## src/rtl/assert_macros.svh

```systemverilog
// ---------------------------------------------------------------------------
// Assertion macros
// Shared concurrent assertion wrappers, compiled out for synthesis.
// ---------------------------------------------------------------------------
`ifndef ASSERT_MACROS_SVH
`define ASSERT_MACROS_SVH

`ifndef SYNTHESIS

// same-cycle implication
`define ASSERT_IMPLY(label, clk, rst, ante, cons) \
   label: assert property (@(posedge clk) disable iff (rst) (ante) |-> (cons)) \
      else $error("assertion failed");

// next-cycle implication
`define ASSERT_NEXT(label, clk, rst, ante, cons) \
   label: assert property (@(posedge clk) disable iff (rst) (ante) |=> (cons)) \
      else $error("assertion failed");

`else

`define ASSERT_IMPLY(label, clk, rst, ante, cons)
`define ASSERT_NEXT(label, clk, rst, ante, cons)

`endif

`endif

```

## src/rtl/pcxrle_pkg.sv

```systemverilog
// ---------------------------------------------------------------------------
// pcxrle_pkg
// Types, constants and helpers of the run-length pixel encoder.
// ---------------------------------------------------------------------------
package pcxrle_pkg;

   localparam int unsigned QueueDepth    = 4;
   localparam int unsigned QueuePtrWidth = $clog2(QueueDepth);
   localparam int unsigned QueueCntWidth = $clog2(QueueDepth + 1);

   localparam logic [7:0] CountFlag   = 8'd192;
   localparam logic [7:0] ValueCap    = 8'd191;
   localparam logic [5:0] MaxRunReset = 6'd63;

   // up to two closed runs per pixel: one closed by a new value, one by
   // reaching the limit or the end of the frame
   typedef struct packed {
      logic       a_valid;
      logic [7:0] a_value;
      logic [5:0] a_len;
      logic       b_valid;
      logic [7:0] b_value;
      logic [5:0] b_len;
      logic       b_last;
   } run_pair_type;

   typedef struct packed {
      logic full;
      logic empty;
   } queue_stat_type;

   typedef enum logic [2:0] {
      PH_START,
      PH_A_COUNT,
      PH_A_VAL,
      PH_B_COUNT,
      PH_B_VAL
   } phase_type;

   function automatic logic [7:0] cap_value(input logic [7:0] v);
      return (v >= CountFlag) ? ValueCap : v;
   endfunction

   function automatic logic [7:0] count_byte(input logic [5:0] len);
      return CountFlag | {2'b00, len};
   endfunction

endpackage

```

## src/rtl/pcxrle_front.sv

```systemverilog
// ---------------------------------------------------------------------------
// pcxrle_front
// Accepts pixels, tracks the open run and queues the runs that close.
// ---------------------------------------------------------------------------
module pcxrle_front (
   input  logic                     clock,
   input  logic                     reset,
   input  logic                     csr_wr_en,
   input  logic [5:0]               csr_wr_data,
   input  logic                     req_valid,
   output logic                     req_ready,
   input  logic [7:0]               req_pixel,
   input  logic                     req_end_of_frame,
   input  pcxrle_pkg::queue_stat_type queue_stat,
   output logic                     push,
   output pcxrle_pkg::run_pair_type push_data
);

   logic [7:0] held_ff, held_in;
   logic [5:0] len_ff, len_in;
   logic [5:0] max_run_ff;
   logic [5:0] limit;
   logic [5:0] base_len;
   logic [5:0] new_len;
   logic       accept;
   logic       close_a;
   logic       close_b;

   always_comb begin
      req_ready = !queue_stat.full;
      accept    = req_valid && !queue_stat.full;
      limit     = (max_run_ff == 6'd0) ? 6'd1 : max_run_ff;
      close_a   = (len_ff != 6'd0) && (req_pixel != held_ff);
      base_len  = close_a ? 6'd0 : len_ff;
      // open run never exceeds 62 here, so no wrap
      new_len   = base_len + 6'd1;
      close_b   = (new_len >= limit) || req_end_of_frame;

      push_data.a_valid = close_a;
      push_data.a_value = pcxrle_pkg::cap_value(held_ff);
      push_data.a_len   = len_ff;
      push_data.b_valid = close_b;
      push_data.b_value = pcxrle_pkg::cap_value(req_pixel);
      push_data.b_len   = new_len;
      push_data.b_last  = req_end_of_frame;
      push              = accept && (close_a || close_b);

      held_in = accept ? req_pixel : held_ff;
      len_in  = accept ? (close_b ? 6'd0 : new_len) : len_ff;
   end

   always_ff @(posedge clock) begin
      if (reset) begin
         held_ff    <= 8'd0;
         len_ff     <= 6'd0;
         max_run_ff <= pcxrle_pkg::MaxRunReset;
      end else begin
         held_ff <= held_in;
         len_ff  <= len_in;
         if (csr_wr_en) begin
            max_run_ff <= csr_wr_data;
         end
      end
   end

endmodule

```

## src/rtl/pcxrle_fifo.sv

```systemverilog
// ---------------------------------------------------------------------------
// pcxrle_fifo
// Short queue of closed-run pairs between front and back.
// ---------------------------------------------------------------------------
module pcxrle_fifo (
   input  logic                      clock,
   input  logic                      reset,
   input  logic                      push,
   input  pcxrle_pkg::run_pair_type  push_data,
   input  logic                      pop,
   output pcxrle_pkg::run_pair_type  head,
   output pcxrle_pkg::queue_stat_type stat
);

   pcxrle_pkg::run_pair_type entry_ff [pcxrle_pkg::QueueDepth];
   logic [pcxrle_pkg::QueuePtrWidth-1:0] wr_ptr_ff, wr_ptr_in;
   logic [pcxrle_pkg::QueuePtrWidth-1:0] rd_ptr_ff, rd_ptr_in;
   logic [pcxrle_pkg::QueueCntWidth-1:0] cnt_ff, cnt_in;
   logic                                  do_push;
   logic                                  do_pop;

   always_comb begin
      stat.full  = (cnt_ff == pcxrle_pkg::QueueCntWidth'(pcxrle_pkg::QueueDepth));
      stat.empty = (cnt_ff == '0);
      do_push    = push && !stat.full;
      do_pop     = pop && !stat.empty;
      head       = entry_ff[rd_ptr_ff];
      wr_ptr_in  = do_push ? wr_ptr_ff + 1'b1 : wr_ptr_ff;
      rd_ptr_in  = do_pop ? rd_ptr_ff + 1'b1 : rd_ptr_ff;
      unique case ({do_push, do_pop})
         2'b10:   cnt_in = cnt_ff + 1'b1;
         2'b01:   cnt_in = cnt_ff - 1'b1;
         default: cnt_in = cnt_ff;
      endcase
   end

   always_ff @(posedge clock) begin
      if (reset) begin
         wr_ptr_ff <= '0;
         rd_ptr_ff <= '0;
         cnt_ff    <= '0;
      end else begin
         wr_ptr_ff <= wr_ptr_in;
         rd_ptr_ff <= rd_ptr_in;
         cnt_ff    <= cnt_in;
      end
   end

   always_ff @(posedge clock) begin
      if (do_push) begin
         entry_ff[wr_ptr_ff] <= push_data;
      end
   end

endmodule

```

## src/rtl/pcxrle_back.sv

```systemverilog
// ---------------------------------------------------------------------------
// pcxrle_back
// Serializes queued run pairs into count, value and literal bytes.
// ---------------------------------------------------------------------------
module pcxrle_back (
   input  logic                       clock,
   input  logic                       reset,
   input  pcxrle_pkg::run_pair_type   head,
   input  pcxrle_pkg::queue_stat_type stat,
   output logic                       pop,
   output logic                       rsp_valid,
   input  logic                       rsp_ready,
   output logic [7:0]                 rsp_out_byte,
   output logic                       rsp_last
);

   pcxrle_pkg::phase_type phase_ff, phase_in;
   pcxrle_pkg::phase_type first_phase;
   pcxrle_pkg::phase_type cur_phase;
   pcxrle_pkg::phase_type nxt_phase;
   pcxrle_pkg::phase_type b_phase;
   logic       load;
   logic       valid_ff, valid_in;
   logic [7:0] byte_ff, byte_in;
   logic       last_ff, last_in;

   // next state
   always_comb begin
      b_phase = (head.b_len > 6'd1) ? pcxrle_pkg::PH_B_COUNT : pcxrle_pkg::PH_B_VAL;
      if (head.a_valid) begin
         first_phase = (head.a_len > 6'd1) ? pcxrle_pkg::PH_A_COUNT : pcxrle_pkg::PH_A_VAL;
      end else begin
         first_phase = b_phase;
      end
      cur_phase = (phase_ff == pcxrle_pkg::PH_START) ? first_phase : phase_ff;
      load      = !stat.empty && (!valid_ff || rsp_ready);
      unique case (cur_phase)
         pcxrle_pkg::PH_A_COUNT: nxt_phase = pcxrle_pkg::PH_A_VAL;
         pcxrle_pkg::PH_A_VAL:   nxt_phase = head.b_valid ? b_phase : pcxrle_pkg::PH_START;
         pcxrle_pkg::PH_B_COUNT: nxt_phase = pcxrle_pkg::PH_B_VAL;
         pcxrle_pkg::PH_B_VAL:   nxt_phase = pcxrle_pkg::PH_START;
         default:                nxt_phase = pcxrle_pkg::PH_START;
      endcase
      phase_in = load ? nxt_phase : phase_ff;
      pop      = load && (nxt_phase == pcxrle_pkg::PH_START);
   end

   // outputs
   always_comb begin
      unique case (cur_phase)
         pcxrle_pkg::PH_A_COUNT: begin
            byte_in = pcxrle_pkg::count_byte(head.a_len);
            last_in = 1'b0;
         end
         pcxrle_pkg::PH_A_VAL: begin
            byte_in = head.a_value;
            last_in = 1'b0;
         end
         pcxrle_pkg::PH_B_COUNT: begin
            byte_in = pcxrle_pkg::count_byte(head.b_len);
            last_in = 1'b0;
         end
         pcxrle_pkg::PH_B_VAL: begin
            byte_in = head.b_value;
            last_in = head.b_last;
         end
         default: begin
            byte_in = 8'd0;
            last_in = 1'b0;
         end
      endcase
      valid_in = load ? 1'b1 : (valid_ff && !rsp_ready);
   end

   always_ff @(posedge clock) begin
      if (reset) begin
         phase_ff <= pcxrle_pkg::PH_START;
         valid_ff <= 1'b0;
      end else begin
         phase_ff <= phase_in;
         valid_ff <= valid_in;
      end
   end

   always_ff @(posedge clock) begin
      if (load) begin
         byte_ff <= byte_in;
         last_ff <= last_in;
      end
   end

   assign rsp_valid    = valid_ff;
   assign rsp_out_byte = byte_ff;
   assign rsp_last     = last_ff;

endmodule

```

## src/rtl/pcx_rle_pixel_encoder.sv

```systemverilog
// ---------------------------------------------------------------------------
// pcx_rle_pixel_encoder
// PCX-style run-length encoder for 8-bit palette-index pixels.
// ---------------------------------------------------------------------------
// Pixels enter on the req_ channel in raster order, req_end_of_frame on the
// last one. Encoded bytes leave on the rsp_ channel, rsp_last on the final
// byte of the frame. A run of one is a literal byte; a longer run is a count
// byte (192 | length) then the value byte; values of 192 and up go out as 191.
// csr_wr_data sets the longest run (0 acts as 1); write it only when idle.
// The front takes one pixel per cycle while its 4-entry run queue has room;
// a request lands in the queue at its accepting edge. The back emits one
// byte per cycle while rsp_ready is high, from the queue head through an
// output register; with an idle back the first byte a request causes is
// loaded into it in the cycle after its accepting edge. A pixel makes up to
// three bytes, but a run never yields more bytes than pixels, so the block
// sustains one pixel per cycle and the queue absorbs the bursts.
// Reset empties the queue and output, drops the open run and sets the
// longest run to 63. When rsp_ready is low the output byte holds, the back
// stops, and req_ready drops once the queue fills.
// ---------------------------------------------------------------------------
`include "assert_macros.svh"

module pcx_rle_pixel_encoder (
   input  logic       clock,
   input  logic       reset,
   input  logic       csr_wr_en,
   input  logic [5:0] csr_wr_data,
   input  logic       req_valid,
   output logic       req_ready,
   input  logic [7:0] req_pixel,
   input  logic       req_end_of_frame,
   output logic       rsp_valid,
   input  logic       rsp_ready,
   output logic [7:0] rsp_out_byte,
   output logic       rsp_last
);

   pcxrle_pkg::run_pair_type   push_data;
   pcxrle_pkg::run_pair_type   head;
   pcxrle_pkg::queue_stat_type queue_stat;
   logic                       push;
   logic                       pop;

   pcxrle_front u_front (
      .clock            (clock),
      .reset            (reset),
      .csr_wr_en        (csr_wr_en),
      .csr_wr_data      (csr_wr_data),
      .req_valid        (req_valid),
      .req_ready        (req_ready),
      .req_pixel        (req_pixel),
      .req_end_of_frame (req_end_of_frame),
      .queue_stat       (queue_stat),
      .push             (push),
      .push_data        (push_data)
   );

   pcxrle_fifo u_fifo (
      .clock     (clock),
      .reset     (reset),
      .push      (push),
      .push_data (push_data),
      .pop       (pop),
      .head      (head),
      .stat      (queue_stat)
   );

   pcxrle_back u_back (
      .clock        (clock),
      .reset        (reset),
      .head         (head),
      .stat         (queue_stat),
      .pop          (pop),
      .rsp_valid    (rsp_valid),
      .rsp_ready    (rsp_ready),
      .rsp_out_byte (rsp_out_byte),
      .rsp_last     (rsp_last)
   );

   // frame ends on a value or literal byte, never on a count byte
   `ASSERT_IMPLY(a_last_not_count, clock, reset, rsp_valid && rsp_last, rsp_out_byte < 8'd192)

   // a count byte always carries a length of two or more
   `ASSERT_IMPLY(a_count_len, clock, reset, rsp_valid && (rsp_out_byte[7:6] == 2'b11),
                 rsp_out_byte[5:0] > 6'd1)

   // the value byte follows its count byte without a gap
   `ASSERT_NEXT(a_value_follows, clock, reset,
                rsp_valid && rsp_ready && (rsp_out_byte[7:6] == 2'b11),
                rsp_valid && (rsp_out_byte[7:6] != 2'b11))

endmodule

```

## config.mk

```make
export PLATFORM = sky130hd
export DESIGN_NAME = pcx_rle_pixel_encoder
export DESIGN_NICKNAME = d
export VERILOG_FILES = /design/src/rtl/pcxrle_pkg.sv /design/src/rtl/pcxrle_front.sv /design/src/rtl/pcxrle_fifo.sv /design/src/rtl/pcxrle_back.sv /design/src/rtl/pcx_rle_pixel_encoder.sv
export VERILOG_INCLUDE_DIRS = /design/src /design/src/rtl
export SDC_FILE = /design/constraint.sdc
export NUM_CORES = 1
export LEC_CHECK = 0
export ABC_AREA = 1
export BUFFER_PORTS_ARGS = -buffer_cell sky130_fd_sc_hd__buf_2
export CELL_PAD_IN_SITES_DETAIL_PLACEMENT = 2
export CELL_PAD_IN_SITES_GLOBAL_PLACEMENT = 2
export CORE_ASPECT_RATIO = 1.75
export CORE_UTILIZATION = 30
export DETAILED_ROUTE_END_ITERATION = 8
export PLACE_DENSITY_LB_ADDON = 0.12
export SLEW_MARGIN = 0
export SYNTH_ARGS = -nofsm -noshare
export SYNTH_HDL_FRONTEND = slang
export SYNTH_SLANG_ARGS = --single-unit
```

## constraint.sdc

```tcl
create_clock -name clock -period 10.61 [get_ports clock]
set_input_delay 2.122 -clock clock [delete_from_list [all_inputs] [get_ports clock]]
set_output_delay 2.122 -clock clock [all_outputs]
set_load 0.01 [all_outputs]
```

==> summary.txt, run 1 <==
Outcome
  – Status: complete, no violations

Power
  – Pwr dens: between 200 and 300 mW/mm²
  – Pleak: around 3.1 nW
  – Pint: ~1.4 mW
  – Reg power frac: between 30% and 40%
  – Peak supply drop: between 0.00009 and 0.0001 V
  – Combinational share of power: around 29%
  – Clk network pwr share: roughly 31%
  – Switching power: approximately 710 µW
  – Total power: between 2 and 2.5 mW
  – Sw Ratio: about 34%

Die
  – Site Rows: 74
  – DIE AREA: ~0.025 mm²
  – DIE WIDTH: around 120 µm
  – Core area: around 0.023 mm²
  – Starting Density: between 30 and 40%
  – Chip Height: approximately 210 µm
  – # IOs: 31

Drt
  – Vias: just over 5,000
  – Average wire per standard cell: roughly 21 µm
  – Routed wire length: about 22,000 µm
  – Post-route antenna net violation count: 0
  – DRC errors left: 0
  – DR iter-0 viols: roughly 280
  – Via density: just under 5
  – Pre-antenna DRT Iters: 4

Setup path
  – Critical path origin: req_pixel[7]
  – Kind of critical path: input port to flip-flop
  – Reg2reg end: u_fifo.cnt_ff[2]
  – Register-to-Register Path Depth: 26
  – Arrival time worst endpoint: 6.42 ns
  – Worst reg2reg path startpoint: u_front.held_ff[7]
  – CP max FO: 8
  – CP most frequent cell: nand2_1
  – CP startpoint kind: input port
  – Family with the most delay on the worst path: simple AND/OR/NAND/NOR gates
  – CP max stage delay: between 0.3 and 0.4 ns
  – CP required: about 11 ns
  – CP Capture Type: flip-flop
  – Register-to-register setup slack: about 5.8 ns
  – Worst Path Buf+Inv: 5
  – CP max-delay cell: fa_1

Clock network
  – Post-CTS sizing: 0
  – Maximum clock path buffer count: 2
  – Num CTS Buffers: 17
  – Post-CTS Setup Inserts: 0
  – CTS tree: yes
  – Clock-pin slew on the worst setup and hold paths: 0.06 ns
  – Clock sinks: 166
  – Htree depth: 4
  – Worst skew pair latency: about 0.44 ns
  – Cts hold-fix bufs: 0
  – CTS Root Cell: clkbuf_16

Finish
  – Fillcell total: approximately 2,500
  – Footprint of the multi-input gates: between 0.002 and 0.0025 mm²
  – Fin nets: between 700 and 800
  – Layout area overhead: 15.1%
  – Ratio of cells with drive above 1 in the final layout: approximately 14%
  – Design Area, Final: a little over 0.008 mm²
  – Ant. Diodes: 0
  – Storage cell area: 0.00466 mm²

Timing
  – Rel. slew slack: between 40% and 50%
  – Hold WS: 0.489 ns
  – Tmin final: about 6 ns
  – Hold Violations, Final: 0
  – Worst Clk Skew: 0.00802 ns
  – # setup viols final: 0
  – Period utilization: between 50% and 60%
  – Max Freq: 164 MHz
  – Crit path setup slack, layout: 4.51 ns
  – Max-slew violation count: 0
  – Unrepaired setup endpoints after global routing: false
  – Worst-Margin Slew: about 0.78 ns
  – Setup TNS: 0 ns

Logic synthesis
  – Post-synth EDFFs: 133
  – Syn Std Cell Area: 0.00718 mm²
  – Synth Register Bits: 166
  – Syn Area/Cell: 10.7 µm²
  – Synth Instances: roughly 670
  – Yosys top cell area share: 55.6%
  – Post-synth top flop: edfxtp_1
  – Post-Synthesis Net Count: 706
  – Synth cell types: 40
  – Seq/Total Area, Yosys: about two thirds
  – Yosys warns: 0
  – Synth area leaders: edfxtp_1 56%, dfxtp_1 9.2%, nand2_1 7.0%
  – Post-synth top area cell: edfxtp_1
  – Synth async-reset ratio: 0%

Global route
  – Grt ovf: 0
  – Largest net degree at the start of global routing: between 60 and 70
  – Vias in the first global route: about 5,700
  – First-pass GRT wire length: between 30,000 and 40,000 µm
  – Gr usage total: 18.8%
  – Initial antenna violation count: 0

Run
  – Max_cap viols: 0

Min path
  – WHS Endpoint: u_front.max_run_ff[3]
  – Worst Hold Depth: 2
  – Hold Crit Start: u_front.max_run_ff[3]
  – Hold WC Path Type: flip-flop to flip-flop

Placement
  – Area after DPL: 0.00765 mm²
  – Port bufs: 30
  – Post-DP HPWL: approximately 14,000 µm
  – Final Wtd Congestion: around 0.72
  – Pre-CTS setup slack: 4.05 ns
## worst min-delay path: stages, from the launching register on
cell and delay, ns:
dfxtp_1 0.30, inv_1 0.07, o21ai_0 0.07
## state kept, by name, summed over array words and instances, names as in the netlist, 3 cells and up, named ones only
name / count
u_fifo.entry_ff: 124
u_back.rsp_out_byte: 8
u_front.held_ff: 8
u_front.len_ff: 6
u_front.max_run_ff: 6
u_back.phase_ff: 3
u_fifo.cnt_ff: 3
## through the flow
stage,instances,utilization (%)
6_report,1020,35.3
3_5_place_dp,988,32.7
3_3_place_gp,988,32.7
4_1_cts,1020,35.3
2_1_floorplan,673,-
5_1_grt,1020,35.3
## cells by family (layout without fill, tap and decap cells)
logic type	Yosys count	in the layout	synth area share, %
buf+inv	95	138	5.49
flops	166	166	64.8
simple gates	267	267	16.8
fa+ha+maj	13	13	2.37
xor+xnor	6	6	0.732
compound gates	126	126	9.77
## power by group through the flow
stage	registers, mW	logic [mW]	clock network (mW)
after floorplan	0.849	0.387	0
after global placement	0.841	0.600	0
after detailed placement	0.846	0.625	0
after CTS	0.833	0.631	0.665
after global routing	0.838	0.675	0.687
final	0.831	0.608	0.648
## worst max path at each step
| stage | endpoint | slack, ns | cells after the start |
|---|---|---|---|
| after floorplan | u_fifo.entry_ff[0][0] | 4.41 | 20 |
| after global placement | u_fifo.cnt_ff[2] | 4.26 | 28 |
| after detailed placement | u_fifo.cnt_ff[2] | 4.05 | 28 |
| after CTS | u_fifo.cnt_ff[2] | 4.51 | 27 |
| after global routing | u_fifo.cnt_ff[2] | 4.01 | 28 |
| final | u_fifo.cnt_ff[2] | 4.51 | 27 |
## cell type report
type                    instances  share of cell area, %
multi-input cells             412                   25.9
well taps                     304                   4.60
clock inverters                10                   1.85
repair buffers                 38                   2.54
inverters                      68                   3.12
flip-flops and latches        166                   56.3
clock buffers                  22                   5.62
## cells in the mapped netlist, types with 2 or more instances
cell type,number
xor2_1,3
a21boi_0,2
a22oi_1,2
nor3_1,3
clkbuf_1,17
buf_1,2
nand4_1,9
xnor2_1,3
buf_6,4
inv_1,62
edfxtp_1,133
inv_2,5
o21ai_0,60
o21ai_1,3
o2111ai_1,3
nor2_2,2
nand2_1,134
dfxtp_1,33
o22ai_1,17
nand2_2,2
nor2_4,4
ha_1,12
o211ai_1,3
a21oi_1,32
nand3_2,4
nand3_1,28
buf_2,4
nor2_1,71
nand2_4,5
## cells in the final DEF, fill, tap and decap left out, types with 5 or more instances in the layout
master / count
nand2_1: 134
edfxtp_1: 133
nor2_1: 67
inv_1: 62
o21ai_0: 60
a21oi_1: 32
dfxtp_1: 31
buf_2: 30
nand3_1: 28
o22ai_1: 17
clkbuf_16: 17
ha_1: 12
nand4_1: 9
buf_4: 8
nor2_2: 6
inv_2: 5
nand2_4: 5
clkinv_2: 5
## per-layer routing
| layer | share of wire [%] | track usage, % | wire length, µm |
|---|---|---|---|
| met1 | 38 | 19.0 | 8110 |
| met2 | 58 | 37.1 | 12400 |
| met3 | 1.9 | 2.91 | 407 |
| met4 | 2.9 | 9.13 | 625 |
| met5 | 0 | 0 | 0 |
(Power assumes the default switching activity.)
==> inputs of run 2 (changes only) <==
==> constraint.sdc (replaced) <==
create_clock -name clock -period 5.4 [get_ports clock]
set_input_delay 1.08 -clock clock [delete_from_list [all_inputs] [get_ports clock]]
set_output_delay 1.08 -clock clock [all_outputs]
set_load 0.01 [all_outputs]
==> run 2 against run 1 <==
  * Clock power rose by 93%
  * Sequential power rose by 97%
  * Highest routed layer unchanged
  * Via count fell by 0.14%
==> summary.txt, run 2 (synthesis gave the netlist of run 1 again) <==
Outcome
  – Status: complete, no violations

Timing
  – Unrepaired setup endpoints after global routing: false
  – Tmin final: roughly 4.7 ns
  – Setup TNS: 0 ns (unchanged)
  – Hold Violations, Final: 0 (unchanged)
  – Worst Clk Skew: 0.00825 ns (+0.000230 ns)
  – # setup viols final: 0 (unchanged)
  – Crit path setup slack, layout: 0.692 ns (-3.82 ns)
  – Hold WS: 0.467 ns (-0.0216 ns)
  – Max-slew violation count: 0 (unchanged)
  – Period utilization: about 87%
  – Worst-Margin Slew: 0.750 ns (-0.0321 ns)
  – Max Freq: between 200 and 250 MHz
  – Rel. slew slack: 49.9% (+2.1 points)

Die
  – DIE WIDTH: 119 µm (unchanged)
  – Core area: 0.0234 mm² (unchanged)
  – Chip Height: 207 µm (unchanged)
  – Starting Density: 30.7% (unchanged)
  – Site Rows: 74 (unchanged)
  – DIE AREA: 0.0246 mm² (unchanged)
  – # IOs: 31 (unchanged)

Clock network
  – CTS Root Cell: clkbuf_16
  – Worst skew pair latency: 0.44 ns (about the same)
  – CTS tree: yes
  – Post-CTS sizing: 0 (unchanged)
  – Maximum clock path buffer count: 2 (unchanged)
  – Clock-pin slew on the worst setup and hold paths: 0.06 ns (about the same)
  – Clock sinks: 166 (unchanged)
  – Htree depth: 4 (unchanged)
  – Num CTS Buffers: 17 (unchanged)
  – Post-CTS Setup Inserts: 0 (unchanged)
  – Cts hold-fix bufs: 0 (unchanged)

Power
  – Peak supply drop: 0.000160 V (+62%)
  – Pint: 2.69 mW (+96%)
  – Switching power: 1.39 mW (+95%)
  – Sw Ratio: 34.1% (about the same)
  – Combinational share of power: 29.2% (about the same)
  – Reg power frac: 40.1% (+0.3 points)
  – Total power: 4.08 mW (+96%)
  – Pwr dens: 489 mW/mm² (+94%)
  – Clk network pwr share: 30.7% (-0.3 points)
  – Pleak: 3.16 nW (+1.1%)

Setup path
  – Arrival time worst endpoint: 5.03 ns (-1.39 ns)
  – CP max FO: 8 (unchanged)
  – CP Capture Type: flip-flop
  – Worst reg2reg path startpoint: u_front.held_ff[7]
  – Critical path origin: req_pixel[7]
  – CP startpoint kind: input port
  – Kind of critical path: input port to flip-flop
  – CP required: 5.72 ns (-5.21 ns)

Run
  – Max_cap viols: 0 (unchanged)

Placement
  – Pre-CTS setup slack: 0.162 ns (-3.89 ns)
  – Post-DP HPWL: 14,600 µm (+2.1%)
  – Area after DPL: 0.00774 mm² (+1.2%)
  – Port bufs: 30 (unchanged)
  – Final Wtd Congestion: 0.762 (+5.3%)

Drt
  – Routed wire length: 21,400 µm (-0.53%)
  – DRC errors left: 0 (unchanged)
  – Post-route antenna net violation count: 0 (unchanged)
  – Via density: 4.89 (-0.72%)
  – Average wire per standard cell: 20.9 µm (-1.1%)
  – Vias: 5,021 (-0.14%)
  – Pre-antenna DRT Iters: 4 (unchanged)
  – DR iter-0 viols: 199 (-28%)

Global route
  – Vias in the first global route: 5,708 (-0.070%)
  – Largest net degree at the start of global routing: 51 (-20%)
  – First-pass GRT wire length: 33,100 µm (about the same)
  – Initial antenna violation count: 0 (unchanged)
  – Grt ovf: 0 (unchanged)
  – Gr usage total: 18.8% (+0.039 points)

Finish
  – Max reg flops: 124 (unchanged)
  – Design Area, Final: 0.00835 mm² (+1.1%)
  – Storage cell area: 0.00466 mm² (about the same)
  – Fin nets: 742 (+0.82%)
  – Most frequent cells in the layout: 134 x nand2_1, 133 x edfxtp_1, 67 x nor2_1
  – Ant. Diodes: 0 (unchanged)
  – Most common cell after layout, fill and taps aside: nand2_1
  – Fillcell total: 2,497 (-0.60%)
  – Largest reg by FF count: u_fifo.entry_ff
  – Ratio of cells with drive above 1 in the final layout: 14.8% (+0.57 points)
  – Layout area overhead: 16.3%
  – Footprint of the multi-input gates: 0.00214 mm² (unchanged)

Min path
  – Hold Crit Start: u_front.max_run_ff[0]
  – Hold WC Path Type: flip-flop to flip-flop
run 2: cell types whose count changed in the layout (fill, tap and decap cells not counted), sizes merged:
cell / previous run / this run
buf: 38 / 44
clkbuf: 22 / 24
clkinv: 5 / 3
bufinv: 4 / 3
clkinvlp: 1 / 2
run 2: final timing paths:
check / end / depth (start not counted) / slack (ns)
setup / recovery: u_fifo.cnt_ff[2] / 27 / 0.69
hold / removal: u_front.max_run_ff[0] / 2 / 0.47
setup reg to reg: u_fifo.cnt_ff[2] / 26 / 0.95
hold reg to reg: u_front.max_run_ff[0] / 2 / 0.47
run 2: layout make-up:
cell class	count	share of cell area, %
sequential	166	55.7
clock inverter	8	1.44
tap	304	4.55
timing repair buffer	44	3.65
clock buffer	24	5.89
multi-input combinational	412	25.7
inverter	68	3.09
run 2: critical path, stage by stage:
cell and delay, ns:
buf_2 0.14, xnor2_1 0.16, nand2_1 0.10, nor2_1 0.13, nand2_1 0.08, nand2_1 0.09
inv_1 0.11, nor2_1 0.17, ha_1 0.22, xor2_1 0.15, inv_1 0.11, ha_1 0.30
a21boi_0 0.13, o21ai_0 0.16, nand2_1 0.08, nand2_1 0.06, a21boi_0 0.10, nor3_1 0.20
a21oi_1 0.15, inv_1 0.20, ha_1 0.19, inv_1 0.07, fa_1 0.38, a21oi_1 0.14
o21ai_0 0.11, o21ai_0 0.16, a21oi_1 0.05
run 2: per-stage QoR:
step / cells / utilization (%)
5_1_grt: 1026 / 35.7
3_3_place_gp: 994 / 33.1
4_1_cts: 1026 / 35.7
6_report: 1026 / 35.7
2_1_floorplan: 673 / -
3_5_place_dp: 994 / 33.1
run 2: metal layers:
metal	global-route usage (%)	wire, µm
met3	3.96	454
met5	0	0
met4	8.45	697
met1	18.9	8200
met2	36.9	12000
run 2: power by group through the flow:
stage	registers, mW	clock network (mW)	logic [mW]
global placement	1.66	0	1.19
global route	1.65	1.32	1.33
floorplan	1.67	0	0.760
CTS	1.64	1.28	1.23
detailed placement	1.67	0	1.23
finish	1.64	1.25	1.19
